<file path="config.mk">
export PLATFORM = sky130hd
export DESIGN_NAME = ctgi_ctrl
export DESIGN_NICKNAME = d
export VERILOG_FILES = /design/src/hdl/ctgi_pkg.sv /design/src/hdl/ctgi_ctrl.sv
export SDC_FILE = /design/constraint.sdc
export NUM_CORES = 1
export LEC_CHECK = 0
export ABC_AREA = 1
export BUFFER_PORTS_ARGS = -buffer_cell sky130_fd_sc_hd__buf_2
export CELL_PAD_IN_SITES_DETAIL_PLACEMENT = 0
export CELL_PAD_IN_SITES_GLOBAL_PLACEMENT = 1
export CORE_ASPECT_RATIO = 0.7
export CORE_MARGIN = 4
export CORE_UTILIZATION = 30
export DETAILED_ROUTE_END_ITERATION = 6
export HOLD_SLACK_MARGIN = 0.15
export MAX_ROUTING_LAYER = met4
export PLACE_DENSITY_LB_ADDON = 0.1
export SYNTH_ARGS = -nofsm -noshare
export SYNTH_HDL_FRONTEND = slang
export SYNTH_SLANG_ARGS = --single-unit
</file>
<file path="constraint.sdc">
create_clock -name clk -period 2.3 [get_ports clk]
set_input_delay 0 -clock clk [delete_from_list [all_inputs] [get_ports clk]]
set_output_delay 0 -clock clk [all_outputs]
set_load 0.01 [all_outputs]
</file>
<file path="src/hdl/ctgi_pkg.sv">
`timescale 1ns / 1ps
`default_nettype none
// ----------------------------------------------------------------------------
// ctgi_pkg
// Shared types and constants for the calibration table gap interpolator:
// command codes, controller states and the control/status bundles.
// ----------------------------------------------------------------------------
package ctgi_pkg;

  // Default configuration
  localparam int DEF_NUM_SENSORS = 4;
  localparam int DEF_KEY_BITS    = 10;
  localparam int DEF_VALUE_BITS  = 16;

  // Fixed port field widths
  localparam int CMD_W    = 2;
  localparam int SENSOR_W = 2;
  localparam int RAW_KEY_W = 10;
  localparam int DATA_W   = 16;

  // Request command codes
  typedef enum logic [CMD_W-1:0] {
    CMD_WRITE  = 2'd0,
    CMD_READ   = 2'd1,
    CMD_ZERO   = 2'd2,
    CMD_INTERP = 2'd3
  } cmd_t;

  // Controller states
  typedef enum logic [3:0] {
    S_CLEAR,
    S_IDLE,
    S_EXEC,
    S_RWAIT,
    S_ZERO,
    S_SCAN_RD,
    S_SCAN_CHK,
    S_DIV,
    S_FILL_INIT,
    S_FILL,
    S_DONE
  } state_t;

  // Write address/data source
  typedef enum logic [1:0] {
    WSRC_IDX,    // zero at scan index (clear / zero sweep)
    WSRC_KEY,    // request value at request key
    WSRC_FILL    // interpolated value at fill index
  } wsrc_t;

  // Controller -> datapath commands
  typedef struct packed {
    logic  accept;       // capture request, clear scan state
    logic  mem_we;
    wsrc_t wsrc;
    logic  raddr_key;    // read at request key instead of scan index
    logic  ld_result;
    logic  idx_inc;
    logic  sel_inc;
    logic  anchor_ld;
    logic  anchor_next;  // anchor value from latched next entry
    logic  div_start;
    logic  div_step;
    logic  fill_init;
    logic  fill_step;
  } ctl_t;

  // Datapath -> controller status
  typedef struct packed {
    cmd_t cmd;
    logic sens_ok;
    logic idx_last;
    logic sel_last;
    logic rd_nonzero;
    logic gap_ok;
    logic div_last;
    logic fill_last;
  } sts_t;

endpackage : ctgi_pkg
`default_nettype wire

</file>
<file path="src/hdl/ctgi_ctrl.sv">
`timescale 1ns / 1ps
`default_nettype none
// ----------------------------------------------------------------------------
// ctgi_ctrl
// Controller FSM: sequences the reset clear sweep, single-entry requests,
// table zeroing and the interpolation scan / divide / fill loop.
// ----------------------------------------------------------------------------
module ctgi_ctrl
  import ctgi_pkg::*;
(
  input  wire logic clk,
  input  wire logic rst_n,
  input  wire logic start,
  input  wire sts_t sts,
  output ctl_t      ctl,
  output logic      busy,
  output logic      done
);

  state_t state_r, state_nxt;

  // State register
  always_ff @(posedge clk) begin
    if (!rst_n) begin
      state_r <= S_CLEAR;
    end else begin
      state_r <= state_nxt;
    end
  end

  // Next state
  always_comb begin
    state_nxt = state_r;
    case (state_r)
      S_CLEAR: begin
        if (sts.idx_last && sts.sel_last) state_nxt = S_IDLE;
      end
      S_IDLE: begin
        if (start) state_nxt = S_EXEC;
      end
      S_EXEC: begin
        if (!sts.sens_ok) begin
          state_nxt = S_DONE;
        end else begin
          case (sts.cmd)
            CMD_WRITE:  state_nxt = S_DONE;
            CMD_READ:   state_nxt = S_RWAIT;
            CMD_ZERO:   state_nxt = S_ZERO;
            CMD_INTERP: state_nxt = S_SCAN_RD;
            default:    state_nxt = S_DONE;
          endcase
        end
      end
      S_RWAIT:   state_nxt = S_DONE;
      S_ZERO: begin
        if (sts.idx_last) state_nxt = S_DONE;
      end
      S_SCAN_RD: state_nxt = S_SCAN_CHK;
      S_SCAN_CHK: begin
        if (sts.rd_nonzero && sts.gap_ok) state_nxt = S_DIV;
        else if (sts.idx_last)            state_nxt = S_DONE;
        else                              state_nxt = S_SCAN_RD;
      end
      S_DIV: begin
        if (sts.div_last) state_nxt = S_FILL_INIT;
      end
      S_FILL_INIT: state_nxt = S_FILL;
      S_FILL: begin
        if (sts.fill_last) state_nxt = sts.idx_last ? S_DONE : S_SCAN_RD;
      end
      S_DONE:    state_nxt = S_IDLE;
      default:   state_nxt = S_IDLE;
    endcase
  end

  // Outputs
  always_comb begin
    ctl      = '0;
    ctl.wsrc = WSRC_IDX;
    busy     = (state_r != S_IDLE);
    done     = 1'b0;
    case (state_r)
      S_CLEAR: begin
        ctl.mem_we  = 1'b1;
        ctl.idx_inc = 1'b1;
        ctl.sel_inc = sts.idx_last;
      end
      S_IDLE: begin
        ctl.accept = start;
      end
      S_EXEC: begin
        if (sts.sens_ok) begin
          case (sts.cmd)
            CMD_WRITE: begin
              ctl.mem_we = 1'b1;
              ctl.wsrc   = WSRC_KEY;
            end
            CMD_READ:  ctl.raddr_key = 1'b1;
            default:   ctl.raddr_key = 1'b0;
          endcase
        end
      end
      S_RWAIT: begin
        ctl.ld_result = 1'b1;
      end
      S_ZERO: begin
        ctl.mem_we  = 1'b1;
        ctl.idx_inc = 1'b1;
      end
      S_SCAN_CHK: begin
        if (sts.rd_nonzero && sts.gap_ok) begin
          ctl.div_start = 1'b1;
        end else begin
          ctl.anchor_ld = sts.rd_nonzero;
          ctl.idx_inc   = 1'b1;
        end
      end
      S_DIV: begin
        ctl.div_step = 1'b1;
      end
      S_FILL_INIT: begin
        ctl.fill_init = 1'b1;
      end
      S_FILL: begin
        ctl.mem_we    = 1'b1;
        ctl.wsrc      = WSRC_FILL;
        ctl.fill_step = 1'b1;
        if (sts.fill_last) begin
          ctl.anchor_ld   = 1'b1;
          ctl.anchor_next = 1'b1;
          ctl.idx_inc     = 1'b1;
        end
      end
      S_DONE: begin
        done = 1'b1;
      end
      default: begin
        done = 1'b0;
      end
    endcase
  end

endmodule : ctgi_ctrl
`default_nettype wire

</file>
After elaboration in Yosys (flattened, before gate mapping)
Index checks and enable logic that the tools add are counted.
Word-level totals
  flip-flop bits (word level): 4
  bits of input ports: 12
Operators by class
  equal/unequal tests: 19
  multiplexer cells: 32
  reduce and logical (&&, ||, !) cells: 7
Operator list (count)
  $pmux W4 S10: 1
  $mux W4: 9
  $eq A4 B3 Y1 const B: 4
  $pmux W4 S4: 1
  $mux W1: 15
  $eq A4 B4 Y1 const B: 3
  $ne A2 B2 Y1 const B: 5
  $eq A4 B2 Y1 const B: 2
  $reduce_and A5 Y1: 1
  $eq A2 B2 Y1 const B: 2
  $eq A4 B1 Y1 const B: 1
  $logic_not A4 Y1: 1
  $ne A4 B1 Y1 const B: 1
  $pmux W1 S2: 2
  $pmux W2 S2: 1
  $mux W3: 1
  $pmux W1 S3: 1
  $reduce_or A3 Y1: 1
  $eq A2 B1 Y1 const B: 1
  $logic_and A1 B1 Y1: 2
  $logic_not A2 Y1: 1
  $mux W2: 1
  $reduce_or A2 Y1: 1

Logic depth before layout (Yosys ltp)
  depth after elaboration: 4
  mapped depth: 9

Worst setup path before layout
No wires, ideal clock.
  kind: register to register
  start point: register state_r[1]
  end point: register state_r[0]
  setup time: 116 ps
  arrival: 1092 ps
  path slack: 1092 ps
  stages on the path, launching flop included: 8
  period minus slack after synthesis: 1208 ps
  cell sequence: dfxtp_1 > nand2_2 > nor2_2 > nand2_2 > nand3_2 > nor2_4 > o21ai_0 > nor2_1
On the way
  word-level cells in the longest chain between the ends: 3
  elaborated cells between the ends (all ways): 17
RTL lines
  from (decl): RTL line ctgi_ctrl.sv:20  | state_t state_r, state_nxt;
  from (signal assigned): RTL line ctgi_ctrl.sv:27  | state_r <= state_nxt;
  $eq A4 B3 Y1 (tied with other cells): RTL line ctgi_ctrl.sv:34  | case (state_r)
  $ne A2 B2 Y1 (no line)
  $reduce_and A5 Y1 (no line)
Parallel ways exist; a longest one is shown, timed or not.
A chain may end at the register's enable or synchronous reset.

==> run_results.csv <==
group,metric,value,unit
finish,nFillCells,220,
worst_setup_path,cpPeakStageDelay,0.36,ns
sta,setup_viol,0,
sta,drv_slew,0,
finish,regMostFlops,"state_r",
worst_setup_path,r2r_cells,7,
sta,fin_skew,0.00598,ns
finish,drive_above_1_share,0.342,
sta,max_freq,0.685,GHz
clocking,clock-sinks,4,
worst_setup_path,cp_slowest_cell,"dfxtp_1",
global_route,grt_pass1_wl,2.81,mm
finish,fin_area,803,sq um
pwr,vdd_drop_max,0.366,mV
clocking,cts_made_buffers,3,
worst_setup_path,cp_common_cell,"inv_1",
worst_setup_path,critPathMaxFanout,6,
min_path,whs_path_depth,5,
finish,fin_util,0.433,
route,postRouteAntennaNets,0,
die,coreArea,1850,sq um
finish,largest_register_ffs,4,
sta,hold_ws,0.210,ns
global_route,gr-total-overflow,0,
die,num_io_pins,28,
die,dieArea,2740,sq um
outcome,outcome,"finished clean",
placement,dp_hpwl,1.49,mm
global_route,antenna_found_initial,0,
logic_synthesis,synthTopCellsByArea,"nand2_1, dfxtp_1, inv_1",
logic_synthesis,ys_async_sr_fraction,0,
global_route,grt_usage,0.144,
die,initial_core_util,0.317,
route,routedWlPerCell,10.2,um
route,vias,732,
global_route,grt_max_degree,7,
clocking,path_clk_slew,0.04,ns
sta,tns,0,ns
clocking,cts_root_buf,"clkbuf_4",
sta,rsz0062_at_grt,"no",
logic_synthesis,yosysSeqAreaShare,0.136,
worst_setup_path,criticalPathCategory,"flop to output port",
clocking,tritoncts,"done",
logic_synthesis,synthesis.area,588,sq um
min_path,hold_class,"input pin to flop",
finish,final_nets,160,
route,viasPerCell,4.36,
global_route,first_global_vias,636,
finish,reg_top3,"state_r: 4 flops",
placement,place.gp.congestion,0.834,
finish,antenna_cells,0,
logic_synthesis,synth.most_common_cell,"nand2_1",
logic_synthesis,synth_top_area_frac,0.223,
run,cap_violations,0,
clocking,cts.htree.levels,1,
sta,slew-limit-headroom,0.747,
die,num_rows,13,
clocking,post-cts-setup-buffer-count,0,
pwr,power.density,485,nW/um^2
placement,placed_area,751,sq um
sta,fin_crit_sh,0.635,
die,die_x,60.9,um
logic_synthesis,avgSynthCellArea,5.20,sq um
die,die_y,45.0,um
clocking,cts_resized,0,
logic_synthesis,synth-seq-cells,4,
clocking,cts_buffer_depth,2,
finish,syn_to_final_growth,36.6,%
route,drt_wl_total,1.72,mm
route,drc,0,
logic_synthesis,synth_common_cells,"nand2_1, inv_1, nor2_1",
clocking,clock_latency,0.25,ns
sta,finalHoldViolations,0,
worst_setup_path,worst_ep_arrival_time,1.46,ns
finish,multiInputGateArea,414,sq um
logic_synthesis,yosys.cell_types.count,20,
sta,fin_crit,1.46,ns
placement,portBuffers,27,
logic_synthesis,synth_warnings,0,
logic_synthesis,ys.flop_type,"dfxtp_1",
logic_synthesis,yosysTopAreaCell,"nand2_1",
pwr,p_leak,0.488,nW
worst_setup_path,critical_path.cell_chain,"inv_1 > nand2_2 > nor2_2 > inv_1 > o31ai_1 > buf_2",
route,firstDrtPassIters,5,
sta,tightest_slew,0.378,ns
worst_setup_path,cp-start-kind,"flop",
logic_synthesis,synth_fp_nets,125,
worst_setup_path,end_kind,"output port",
route,first_iter_violations,38,
logic_synthesis,synth_edf_count,0,
finish,seq_area,80.1,sq um
worst_setup_path,required,2.30,ns
logic_synthesis,netlist_instances,113,
[cell usage in the layout (no fill, tap or decap), drive strengths merged, types with 2 or more instances in the layout]
cell type and instances:
dlygate4sd3 3, nand2 43, nor2 22, nand3 8
o21ai 2, dfxtp 4, inv 25, buf 27
clkbuf 3, a21oi 3
[metrics by stage]
| step | power (mW) | instances | setup WS (ns) |
|---|---|---|---|
| floorplan | 0.229 | 113 | 1.09 |
| global placement | 0.291 | 162 | 0.942 |
| detailed placement | 0.292 | 162 | 0.944 |
| CTS | 0.391 | 168 | 0.844 |
| global route | 0.430 | 168 | 0.652 |
| finish | 0.390 | 168 | 0.840 |
[layout make-up]
type	count	share of cell area
Sequential cell	4	0.0997
Clock buffer	3	0.0280
Multi-Input combinational cell	84	0.516
Timing Repair Buffer	30	0.206
Tap cell	22	0.0343
Inverter	25	0.117
[critical path: cells and delay by family, from the launching register on]
| family | cells | cell delay (ns) |
|---|---|---|
| AO/OA/AOI/OAI | 1 | 0.18 |
| buffers and inverters | 3 | 0.37 |
| flip-flops | 1 | 0.36 |
| AND/OR/NAND/NOR | 2 | 0.30 |
[per-layer routing]
layer,vias to the layer above,wire [um],global-route usage
li1,404,-,-
met1,308,901,0.212
met2,20,706,0.194
met3,0,108,0.0429
met4,0,0,0.0260
met5,-,0,-
[timing repair]
item	in CTS	in global routing
setup endpoints to repair	0	0
hold buffers	3	0
hold endpoints to repair	4	0
[where the power goes]
part           leakage, nW  internal (mW)  switching [mW]  total (mW)
sequential          0.0326         0.0771          0.0135      0.0906
combinational        0.442         0.0772           0.127       0.204
clock               0.0138         0.0589          0.0366      0.0954
total                0.488          0.213           0.177       0.390
[path summary, 6_finish.rpt]
check / start / to / slack [ns]
setup / recovery: state_r[0] / ctl[5] / 0.84
hold / removal: sts[7] / state_r[0] / 0.21
setup reg to reg: state_r[1] / state_r[3] / 0.93
hold reg to reg: state_r[2] / state_r[2] / 0.56
[kinds of logic after synthesis]
family	after synthesis	share of synthesized area
flops	4	0.136
compound gates	7	0.0745
simple gates	77	0.630
buf+inv	25	0.160
(Power assumes the default switching activity.)
